### config.mk
export PLATFORM = sky130hd
export DESIGN_NAME = rc_serial_frame_receiver_unit_flat
export DESIGN_NICKNAME = d
export VERILOG_FILES = /design/src/sv/rcsfr_pkg.sv /design/src/sv/rcsfr_if.sv /design/src/sv/rcsfr_deframer.sv /design/src/sv/rc_serial_frame_receiver_unit.sv /design/src/flat_wrapper.sv
export SDC_FILE = /design/constraint.sdc
export NUM_CORES = 1
export LEC_CHECK = 0
export BUFFER_PORTS_ARGS = -buffer_cell sky130_fd_sc_hd__buf_4
export CAP_MARGIN = 5
export CORE_MARGIN = 1.5
export CORE_UTILIZATION = 30
export DETAILED_ROUTE_END_ITERATION = 10
export GPL_TIMING_DRIVEN = 0
export REMOVE_ABC_BUFFERS = 1
export SYNTH_ARGS = -nofsm -noshare
export SYNTH_HDL_FRONTEND = slang
export SYNTH_SLANG_ARGS = --single-unit
### constraint.sdc
create_clock -name clk_i -period 12.26 [get_ports clk_i]
set_clock_uncertainty 0.1 [all_clocks]
set_input_delay 0 -clock clk_i [delete_from_list [all_inputs] [get_ports clk_i]]
set_output_delay 0 -clock clk_i [all_outputs]
set_load 0.01 [all_outputs]
### src/sv/rcsfr_pkg.sv
// Shared types, codes and constants of the serial frame receiver.
`default_nettype none

package rcsfr_pkg;

  localparam int unsigned ByteW   = 8;
  localparam int unsigned IndexW  = 7;
  localparam int unsigned StatusW = 3;
  localparam int unsigned CfgIdxW = 3;

  typedef enum logic [StatusW-1:0] {
    ST_SKIP    = 3'd0,
    ST_ACCEPT  = 3'd1,
    ST_GOOD    = 3'd2,
    ST_BADTYPE = 3'd3,
    ST_BADLEN  = 3'd4,
    ST_BADCRC  = 3'd5
  } status_e;

  typedef enum logic [CfgIdxW-1:0] {
    REG_SYNC      = 3'd0,
    REG_HANDSHAKE = 3'd1,
    REG_BIND      = 3'd2,
    REG_PARAMETER = 3'd3,
    REG_SIGNAL    = 3'd4,
    REG_TELEMETRY = 3'd5,
    REG_CONTROL   = 3'd6
  } cfg_reg_e;

  typedef struct packed {
    logic [ByteW-1:0] sync_value;
    logic [ByteW-1:0] handshake_type;
    logic [ByteW-1:0] bind_type;
    logic [ByteW-1:0] parameter_type;
    logic [ByteW-1:0] signal_report_type;
    logic [ByteW-1:0] telemetry_type;
    logic [ByteW-1:0] control_type;
  } cfg_t;

  localparam cfg_t CFG_RESET = '{
    sync_value:         8'd166,
    handshake_type:     8'd33,
    bind_type:          8'd65,
    parameter_type:     8'd80,
    signal_report_type: 8'd85,
    telemetry_type:     8'd128,
    control_type:       8'd205
  };

  // Total frame lengths of the fixed-length packet kinds.
  localparam logic [ByteW-1:0] LEN_HANDSHAKE = 8'd14;
  localparam logic [ByteW-1:0] LEN_BIND      = 8'd21;
  localparam logic [ByteW-1:0] LEN_PARAMETER = 8'd14;
  localparam logic [ByteW-1:0] LEN_SIGNAL    = 8'd10;
  localparam logic [ByteW-1:0] LEN_TELEMETRY = 8'd22;

  localparam logic [15:0] CRC_POLY = 16'h1021;
  localparam logic [15:0] CRC_INIT = 16'h0000;

  typedef struct packed {
    status_e             status;
    logic [ByteW-1:0]    echo_byte;
    logic [IndexW-1:0]   byte_index;
    logic [ByteW-1:0]    frame_type;
    logic [IndexW-1:0]   frame_length;
  } result_t;

  // Fold one byte into a CRC-16, MSB first, no reflection.
  function automatic logic [15:0] crc_fold(input logic [15:0] crc, input logic [ByteW-1:0] data);
    logic [15:0] c;
    c = crc ^ {data, 8'h00};
    for (int k = 0; k < 8; k++) begin
      if (c[15]) begin
        c = {c[14:0], 1'b0} ^ CRC_POLY;
      end else begin
        c = {c[14:0], 1'b0};
      end
    end
    return c;
  endfunction

endpackage

`default_nettype wire

### src/sv/rcsfr_if.sv
// Byte and result channel interfaces of the serial frame receiver.
`default_nettype none

interface rcsfr_byte_if import rcsfr_pkg::*; ();
  logic             valid;
  logic             ready;
  logic [ByteW-1:0] rx_byte;

  modport source (output valid, output rx_byte, input ready);
  modport sink   (input valid, input rx_byte, output ready);
endinterface

interface rcsfr_result_if import rcsfr_pkg::*; ();
  logic               valid;
  logic               ready;
  logic [StatusW-1:0] status;
  logic [ByteW-1:0]   echo_byte;
  logic [IndexW-1:0]  byte_index;
  logic [ByteW-1:0]   frame_type;
  logic [IndexW-1:0]  frame_length;

  modport source (output valid, output status, output echo_byte, output byte_index,
                  output frame_type, output frame_length, input ready);
  modport sink   (input valid, input status, input echo_byte, input byte_index,
                  input frame_type, input frame_length, output ready);
endinterface

`default_nettype wire

### src/sv/rcsfr_deframer.sv
// Frame state and per-byte decode of the serial frame receiver.
`default_nettype none

module rcsfr_deframer import rcsfr_pkg::*; #(
  parameter int unsigned MAX_FRAME_BYTES = 80,
  parameter int unsigned MIN_FRAME_BYTES = 5
) (
  input  wire logic             clk_i,
  input  wire logic             rst_ni,
  input  wire logic             step_i,
  input  wire logic [ByteW-1:0] rx_byte_i,
  input  wire cfg_t             cfg_i,
  output result_t               res_o
);

  localparam int unsigned CntW = $clog2(MAX_FRAME_BYTES);

  logic [CntW-1:0]  count_q, count_d;
  logic [ByteW-1:0] exp_len_q, exp_len_d;
  logic [ByteW-1:0] type_q, type_d;
  logic [ByteW-1:0] len_field_q, len_field_d;
  logic [15:0]      crc_q, crc_d;
  logic [15:0]      last2_q, last2_d;
  logic             ctrl_q, ctrl_d;

  logic [15:0]      crc_next;
  logic [15:0]      last2_shift;
  logic [ByteW-1:0] type_len;
  logic             type_ok;
  logic             type_ctrl;
  logic [ByteW-1:0] exp_eff;
  logic [ByteW-1:0] lf_eff;
  logic             clear;
  logic             abort;

  assign crc_next    = crc_fold(crc_q, last2_q[15:8]);
  assign last2_shift = {last2_q[7:0], rx_byte_i};

  // Type lookup, first register in order wins.
  always_comb begin
    type_len  = '0;
    type_ok   = 1'b1;
    type_ctrl = 1'b0;
    if (rx_byte_i == cfg_i.handshake_type) begin
      type_len = LEN_HANDSHAKE;
    end else if (rx_byte_i == cfg_i.bind_type) begin
      type_len = LEN_BIND;
    end else if (rx_byte_i == cfg_i.parameter_type) begin
      type_len = LEN_PARAMETER;
    end else if (rx_byte_i == cfg_i.signal_report_type) begin
      type_len = LEN_SIGNAL;
    end else if (rx_byte_i == cfg_i.telemetry_type) begin
      type_len = LEN_TELEMETRY;
    end else if (rx_byte_i == cfg_i.control_type) begin
      type_ctrl = 1'b1;
    end else begin
      type_ok = 1'b0;
    end
  end

  always_comb begin
    count_d     = count_q;
    exp_len_d   = exp_len_q;
    type_d      = type_q;
    len_field_d = len_field_q;
    crc_d       = crc_q;
    last2_d     = last2_q;
    ctrl_d      = ctrl_q;
    exp_eff     = exp_len_q;
    lf_eff      = len_field_q;
    clear       = 1'b0;
    abort       = 1'b0;

    res_o.status       = ST_ACCEPT;
    res_o.echo_byte    = rx_byte_i;
    res_o.byte_index   = IndexW'(count_q);
    res_o.frame_type   = type_q;
    res_o.frame_length = exp_len_q[IndexW-1:0];

    if (count_q == '0) begin
      res_o.frame_type   = '0;
      res_o.frame_length = '0;
      if (rx_byte_i == cfg_i.sync_value) begin
        // Start a fresh frame.
        count_d     = CntW'(1);
        exp_len_d   = '0;
        type_d      = '0;
        len_field_d = '0;
        crc_d       = CRC_INIT;
        last2_d     = {8'h00, rx_byte_i};
        ctrl_d      = 1'b0;
      end else begin
        res_o.status = ST_SKIP;
      end
    end else if (count_q == CntW'(1)) begin
      res_o.frame_type = rx_byte_i;
      if (!type_ok) begin
        res_o.status       = ST_BADTYPE;
        res_o.frame_length = '0;
        clear              = 1'b1;
      end else begin
        type_d             = rx_byte_i;
        exp_len_d          = type_len;
        ctrl_d             = type_ctrl;
        last2_d            = last2_shift;
        count_d            = CntW'(2);
        res_o.frame_length = type_len[IndexW-1:0];
      end
    end else begin
      crc_d   = crc_next;
      last2_d = last2_shift;
      if (count_q == CntW'(2)) begin
        lf_eff      = rx_byte_i;
        len_field_d = rx_byte_i;
        if (ctrl_q) begin
          if (rx_byte_i < ByteW'(MIN_FRAME_BYTES) || rx_byte_i > ByteW'(MAX_FRAME_BYTES)) begin
            abort = 1'b1;
          end else begin
            exp_eff   = rx_byte_i;
            exp_len_d = rx_byte_i;
          end
        end
        res_o.frame_length = exp_eff[IndexW-1:0];
      end
      if (abort) begin
        res_o.status       = ST_BADLEN;
        res_o.frame_length = '0;
        clear              = 1'b1;
      end else if ((9'(count_q) + 9'd1) >= {1'b0, exp_eff}) begin
        // Last byte: length byte first, then the checksum.
        if (lf_eff != exp_eff) begin
          res_o.status = ST_BADLEN;
        end else if (crc_next != last2_shift) begin
          res_o.status = ST_BADCRC;
        end else begin
          res_o.status = ST_GOOD;
        end
        clear = 1'b1;
      end else begin
        count_d = count_q + 1'b1;
      end
    end

    if (clear) begin
      count_d     = '0;
      exp_len_d   = '0;
      type_d      = '0;
      len_field_d = '0;
      crc_d       = CRC_INIT;
      last2_d     = '0;
      ctrl_d      = 1'b0;
    end
  end

  always_ff @(posedge clk_i or negedge rst_ni) begin
    if (!rst_ni) begin
      count_q     <= '0;
      exp_len_q   <= '0;
      type_q      <= '0;
      len_field_q <= '0;
      crc_q       <= CRC_INIT;
      last2_q     <= '0;
      ctrl_q      <= 1'b0;
    end else if (step_i) begin
      count_q     <= count_d;
      exp_len_q   <= exp_len_d;
      type_q      <= type_d;
      len_field_q <= len_field_d;
      crc_q       <= crc_d;
      last2_q     <= last2_d;
      ctrl_q      <= ctrl_d;
    end
  end

endmodule

`default_nettype wire

### src/sv/rc_serial_frame_receiver_unit.sv
// Top level of the serial frame receiver: config registers, byte and result stages.
// Usage:
//   rx_i carries one received byte per transfer (valid/ready, taken when both
//   are high). res_o returns exactly one result per byte: a status code, the
//   byte itself, its index in the frame, the frame type and the expected frame
//   length. Statuses: skipped while hunting, accepted, frame good, bad type,
//   bad length, CRC mismatch (CRC-16 poly 0x1021, init 0, sent big-endian).
//   Registers 0..6 (sync byte and six type bytes) are written through
//   cfg_we_i/cfg_idx_i/cfg_data_i; the user must write them only while no byte
//   is in flight, which the block itself does not enforce. Index 7 is ignored.
// Timing:
//   A byte taken from rx_i is registered in the input stage, decoded against
//   the frame state and registered in the result register, which offers it on
//   res_o. One byte per cycle is sustained while res_o is not stalled, since
//   the decode and CRC fold between the two registers are combinational.
// Reset and stall:
//   Reset restores the default type bytes and puts the receiver into hunting
//   for the sync byte. When res_o is stalled the result register holds, the
//   input stage fills, and rx_i.ready drops only once both are occupied.
`default_nettype none

module rc_serial_frame_receiver_unit import rcsfr_pkg::*; #(
  parameter int unsigned MAX_FRAME_BYTES = 80,
  parameter int unsigned MIN_FRAME_BYTES = 5
) (
  input  wire logic               clk_i,
  input  wire logic               rst_ni,
  input  wire logic               cfg_we_i,
  input  wire logic [CfgIdxW-1:0] cfg_idx_i,
  input  wire logic [ByteW-1:0]   cfg_data_i,
  rcsfr_byte_if.sink              rx_i,
  rcsfr_result_if.source          res_o
);

  cfg_t             cfg_q;
  logic             in_valid_q;
  logic [ByteW-1:0] in_byte_q;
  logic             out_valid_q;
  result_t          res_q;
  result_t          res_d;
  logic             s2_load;
  logic             in_take;

  // Configuration writes; unknown index is dropped.
  always_ff @(posedge clk_i or negedge rst_ni) begin
    if (!rst_ni) begin
      cfg_q <= CFG_RESET;
    end else if (cfg_we_i) begin
      case (cfg_idx_i)
        REG_SYNC:      cfg_q.sync_value         <= cfg_data_i;
        REG_HANDSHAKE: cfg_q.handshake_type     <= cfg_data_i;
        REG_BIND:      cfg_q.bind_type          <= cfg_data_i;
        REG_PARAMETER: cfg_q.parameter_type     <= cfg_data_i;
        REG_SIGNAL:    cfg_q.signal_report_type <= cfg_data_i;
        REG_TELEMETRY: cfg_q.telemetry_type     <= cfg_data_i;
        REG_CONTROL:   cfg_q.control_type       <= cfg_data_i;
        default:       cfg_q                    <= cfg_q;
      endcase
    end
  end

  // Advance the decode stage when the input stage holds a byte and the result register is free or drains.
  assign s2_load    = in_valid_q && (!out_valid_q || res_o.ready);
  assign rx_i.ready = !in_valid_q || s2_load;
  assign in_take    = rx_i.valid && rx_i.ready;

  always_ff @(posedge clk_i or negedge rst_ni) begin
    if (!rst_ni) begin
      in_valid_q <= 1'b0;
    end else if (rx_i.ready) begin
      in_valid_q <= rx_i.valid;
    end
  end

  always_ff @(posedge clk_i) begin
    if (in_take) begin
      in_byte_q <= rx_i.rx_byte;
    end
  end

  rcsfr_deframer #(
    .MAX_FRAME_BYTES(MAX_FRAME_BYTES),
    .MIN_FRAME_BYTES(MIN_FRAME_BYTES)
  ) u_deframer (
    .clk_i    (clk_i),
    .rst_ni   (rst_ni),
    .step_i   (s2_load),
    .rx_byte_i(in_byte_q),
    .cfg_i    (cfg_q),
    .res_o    (res_d)
  );

  // Hold the result until the consumer takes it.
  always_ff @(posedge clk_i or negedge rst_ni) begin
    if (!rst_ni) begin
      out_valid_q <= 1'b0;
    end else if (s2_load) begin
      out_valid_q <= 1'b1;
    end else if (res_o.ready) begin
      out_valid_q <= 1'b0;
    end
  end

  always_ff @(posedge clk_i) begin
    if (s2_load) begin
      res_q <= res_d;
    end
  end

  assign res_o.valid        = out_valid_q;
  assign res_o.status       = res_q.status;
  assign res_o.echo_byte    = res_q.echo_byte;
  assign res_o.byte_index   = res_q.byte_index;
  assign res_o.frame_type   = res_q.frame_type;
  assign res_o.frame_length = res_q.frame_length;

  // A decoded byte always shows up as a pending result.
  a_load_fills_output: assert property (@(posedge clk_i) disable iff (!rst_ni)
    s2_load |=> out_valid_q)
    else $error("decoded byte did not reach the result register");

  // A good frame ends on the byte whose index is one below the expected length.
  a_good_at_last_byte: assert property (@(posedge clk_i) disable iff (!rst_ni)
    (out_valid_q && res_q.status == ST_GOOD) |->
      (res_q.frame_length == res_q.byte_index + 7'd1))
    else $error("frame reported good before its last byte");

  // Hunting bytes carry no frame context.
  a_skip_is_clean: assert property (@(posedge clk_i) disable iff (!rst_ni)
    (out_valid_q && res_q.status == ST_SKIP) |->
      (res_q.byte_index == '0 && res_q.frame_type == '0 && res_q.frame_length == '0))
    else $error("skipped byte carries frame state");

endmodule

`default_nettype wire

### src/flat_wrapper.sv
// flat-port wrapper written by rule: the top's interface ports become plain ports
module rc_serial_frame_receiver_unit_flat import rcsfr_pkg::*;
#(
  parameter int unsigned MAX_FRAME_BYTES = 80,
  parameter int unsigned MIN_FRAME_BYTES = 5
)
  (clk_i, rst_ni, cfg_we_i, cfg_idx_i, cfg_data_i, rx_i_valid, rx_i_rx_byte, rx_i_ready, res_o_valid, res_o_status, res_o_echo_byte, res_o_byte_index, res_o_frame_type, res_o_frame_length, res_o_ready);
  rcsfr_byte_if rx_i_i ();
  rcsfr_result_if res_o_i ();
  input  wire logic clk_i;
  input  wire logic rst_ni;
  input  wire logic cfg_we_i;
  input  wire logic [CfgIdxW-1:0] cfg_idx_i;
  input  wire logic [ByteW-1:0] cfg_data_i;
  input wire logic [$bits(rx_i_i.valid)-1:0] rx_i_valid;
  input wire logic [$bits(rx_i_i.rx_byte)-1:0] rx_i_rx_byte;
  output wire logic [$bits(rx_i_i.ready)-1:0] rx_i_ready;
  output wire logic [$bits(res_o_i.valid)-1:0] res_o_valid;
  output wire logic [$bits(res_o_i.status)-1:0] res_o_status;
  output wire logic [$bits(res_o_i.echo_byte)-1:0] res_o_echo_byte;
  output wire logic [$bits(res_o_i.byte_index)-1:0] res_o_byte_index;
  output wire logic [$bits(res_o_i.frame_type)-1:0] res_o_frame_type;
  output wire logic [$bits(res_o_i.frame_length)-1:0] res_o_frame_length;
  input wire logic [$bits(res_o_i.ready)-1:0] res_o_ready;
  assign rx_i_i.valid = rx_i_valid;
  assign rx_i_i.rx_byte = rx_i_rx_byte;
  assign rx_i_ready = rx_i_i.ready;
  assign res_o_valid = res_o_i.valid;
  assign res_o_status = res_o_i.status;
  assign res_o_echo_byte = res_o_i.echo_byte;
  assign res_o_byte_index = res_o_i.byte_index;
  assign res_o_frame_type = res_o_i.frame_type;
  assign res_o_frame_length = res_o_i.frame_length;
  assign res_o_i.ready = res_o_ready;
  rc_serial_frame_receiver_unit #(.MAX_FRAME_BYTES(MAX_FRAME_BYTES), .MIN_FRAME_BYTES(MIN_FRAME_BYTES)) u_core (.clk_i(clk_i), .rst_ni(rst_ni), .cfg_we_i(cfg_we_i), .cfg_idx_i(cfg_idx_i), .cfg_data_i(cfg_data_i), .rx_i(rx_i_i), .res_o(res_o_i));
endmodule
==> results.py <==
metrics = {
    "logic_synthesis": {
        "synth_edf_count": 41,
        "ys_seq_area_frac": 0.5252,
        "yosys_warnings": 0,
        "avgSynthCellArea_um2": 12.58,
        "synthFlopType": "dfrtp_1",
        "syn_area_um2": 8205,
        "ys_async_sr_fraction": 0.7485,
        "synthCells": 652,
        "yosysUniqueCellTypes": 66,
        "ys_ff_latch": 163,
    },
    "sta": {
        "hold_slack_ns": 0.009181,
        "slew_viol_final": 0,
        "relSlewSlack": 0.1874,
        "worst_slew_pin_slew_ns": 1.200,
        "finalCritPeriodShare": 0.4542,
        "fin_tns_setup_ns": 0,
        "min_period_ns": 5.568,
        "rsz0062_at_grt": "false",
        "setup_viol": 0,
        "hold_viol": 0,
        "fmax_mhz": 179.6,
    },
    "setup_path": {
        "cp.required_ns": 12.52,
        "arrival_ns": 5.83,
        "cp_max_fo": 18,
        "crit_type": "reg2reg",
        "cp-start-kind": "register",
        "reg2reg_slack_ns": 6.69,
        "endpoint_kind": "register",
    },
    "power_and_ir_drop": {
        "powerDensity_nw_per_um2": 217.2,
        "vdd_ir_drop_max_uv": 95.05,
        "leakagePower_nw": 4.030,
        "total_power_mw": 2.132,
    },
    "clock_tree": {
        "cts_buffer_depth": 2,
        "cts.clk_slew.worst_paths_ns": 0.07,
        "post-cts-setup-buffer-count": 0,
        "cts_resized": 0,
        "cts_tree": "built",
        "cts.hold.buffers_added": 20,
        "cts_buffers": 17,
        "clock_latency_ns": 0.43,
        "root_buffer": "clkbuf_16",
        "htree_levels": 4,
        "clock_sinks": 163,
    },
    "routing": {
        "post_drt_via_cell_ratio": 5.097,
        "wl_um": 19980,
        "drtIter0Drc": 358,
        "drc": 0,
        "num_vias": 5474,
        "drt_first_pass_iters": 5,
        "post_drt_wl_per_cell_um": 18.60,
        "ant_nets": 0,
    },
    "job": {
        "maxCapViolCount": 0,
    },
    "finish": {
        "stdcell_count": 1074,
        "num_antenna_cells": 0,
        "finalNetCount": 756,
        "postLayoutCoreUtil": 0.3653,
        "synthToLayoutAreaGrowth_pct": 19.64,
        "drive_gt1_frac": 0.2551,
    },
    "global_route": {
        "grt_pass1_wl_um": 31680,
        "grt.total_usage": 0.1473,
        "grt_max_degree": 64,
        "antenna_found_initial": 0,
        "grt_pass1_vias": 5548,
        "overflow": 0,
    },
    "floorplanning": {
        "rows": 60,
        "initial_utilization": 0.3053,
        "design.die.area_um2": 28350,
        "ios": 59,
        "die_h_um": 168.4,
        "core_area_um2": 26880,
        "fp.dieW_um": 168.4,
    },
    "place": {
        "dp_cells": 1021,
        "gp_congestion": 0.7887,
        "dp_hpwl_um": 12600,
        "portBuffers": 58,
    },
    "run_status": {
        "status": "complete, no violations",
    },
    "hold_path": {
        "worstHoldPathType": "in2async",
    },
}
==> routing by layer <==
| metal | vias up | track usage | wire (µm) |
|---|---|---|---|
| met2 | 139 | 0.2354 | 9230 |
| met3 | 22 | 0.02750 | 830 |
| met4 | 0 | 0.04775 | 314 |
| li1 | 2512 | - | - |
| met5 | - | 0 | 0 |
| met1 | 2801 | 0.2014 | 9601 |
==> worst max-delay path, stage by stage, from the launching register on <==
cell and delay, ns:
dfrtp_1 0.48, or4_4 0.61, nor3b_4 0.21, buf_8 0.21
nand2_4 0.07, nor4_4 0.75, mux2i_1 0.40, inv_1 0.09
ha_1 0.30, nand2b_1 0.14, a21o_1 0.18, a21oi_1 0.17
o211a_1 0.35, nand2_1 0.16, o311ai_1 1.02, a32o_1 0.22
==> cell usage in the layout, fill, tap and decap left out, types with 8 or more instances in the layout <==
master,Yosys,final
dfrtp_1,102,102
xnor2_1,62,62
mux2_2,57,57
buf_4,3,57
edfxtp_1,41,41
a22o_1,39,39
xor2_1,37,37
nand2_1,36,36
clkbuf_16,0,21
dlygate4sd3_1,0,21
dfstp_2,20,20
nor2_1,18,18
inv_1,15,15
a21oi_1,15,14
mux2i_1,13,13
nand4_1,12,12
ha_1,12,12
nand3_1,10,10
nor4_1,9,9
a32o_1,9,9
o21ai_0,8,8
==> synth_stat cells, types with 3 or more instances <==
cell         n  area share
dfrtp_1    102        0.31
xnor2_1     62       0.066
mux2_2      57       0.078
edfxtp_1    41        0.15
a22o_1      39       0.042
xor2_1      37       0.039
nand2_1     36       0.016
dfstp_2     20       0.064
nor2_1      18      0.0082
buf_2       17       0.010
a21oi_1     15      0.0091
inv_1       15      0.0069
mux2i_1     13       0.016
ha_1        12       0.018
nand4_1     12      0.0091
clkbuf_1    11      0.0050
nand3_1     10      0.0061
a32o_1       9       0.011
nor4_1       9      0.0069
nand2b_1     8      0.0061
o21ai_0      8      0.0049
a21o_1       7      0.0064
and2_1       7      0.0053
o2bb2ai_1    6      0.0064
o21ai_1      5      0.0030
xnor3_1      5       0.014
and3_1       4      0.0030
nand4b_1     4      0.0043
nor3b_1      4      0.0037
o22ai_1      4      0.0030
buf_4        3      0.0027
nor3_1       3      0.0018
o211ai_1     3      0.0027
or3_1        3      0.0023
xnor2_2      3      0.0059
==> report_power, final <==
part / internal, mW / total, mW / switching, mW / leakage (nW)
sequential: 0.690 / 0.791 / 0.101 / 1.94
clock: 0.317 / 0.555 / 0.238 / 0.302
combinational: 0.367 / 0.786 / 0.419 / 1.79
total: 1.37 / 2.13 / 0.758 / 4.03
==> flip-flops by register name (all words and copies together), names as in the netlist, 8 cells and up <==
signal and cells:
u_core.res_o.frame_type 8, u_core.cfg_q 56, u_core.res_o.echo_byte 8, u_core.u_deframer.len_field_q 8, u_core.u_deframer.type_q 8, u_core.u_deframer.last2_q 16, u_core.u_deframer.crc_q 16, u_core.in_byte_q 8
u_core.u_deframer.exp_len_q 8
==> final timing paths <==
| check | startpoint | endpoint | cells past startpoint |
|---|---|---|---|
| max | u_core.u_deframer.count_q[5] | u_core.u_deframer.len_field_q[4] | 15 |
| min | rst_ni | u_core.cfg_q[43] | 2 |
| max reg2reg | u_core.u_deframer.count_q[5] | u_core.u_deframer.len_field_q[4] | 15 |
| min reg2reg | u_core.in_valid_q | u_core.res_o.valid | 1 |
| max in group asynchronous | rst_ni | u_core.cfg_q[53] | 3 |
| min in group clk_i | cfg_idx_i[2] | u_core.cfg_q[41] | 3 |
==> logic make-up (layout without fill, tap and decap cells) <==
family	after synthesis	in the layout	share of synthesized area
and+or+nand+nor	133	133	0.09240
xor gates and xnor gates	108	108	0.1282
muxes	70	70	0.09408
AOI/OAI and AO/OA	118	118	0.1141
DFF	163	163	0.5252
adders and majority gates	12	12	0.01830
buffers and inverters	48	129	0.02775
==> final cells by class <==
class / instances / area, µm²
well taps: 341 / 426.7
repair buffers: 82 / 719.4
fillers: 2621 / 17060
clock buffers: 22 / 539.3
multi-input cells: 441 / 3686
clock inverters: 10 / 80.08
inverters: 15 / 56.30
flip-flops and latches: 163 / 4309
==> through the flow <==
| stage | setup slack (ns) | area, µm² |
|---|---|---|
| floorplan | 7.223 | 8034 |
| global placement | 5.752 | 8896 |
| detailed placement | 6.807 | 8982 |
| CTS | 6.731 | 9802 |
| global route | 6.389 | 9817 |
| finish | 6.692 | 9817 |
Note: power is estimated with default switching activity, not from simulation.
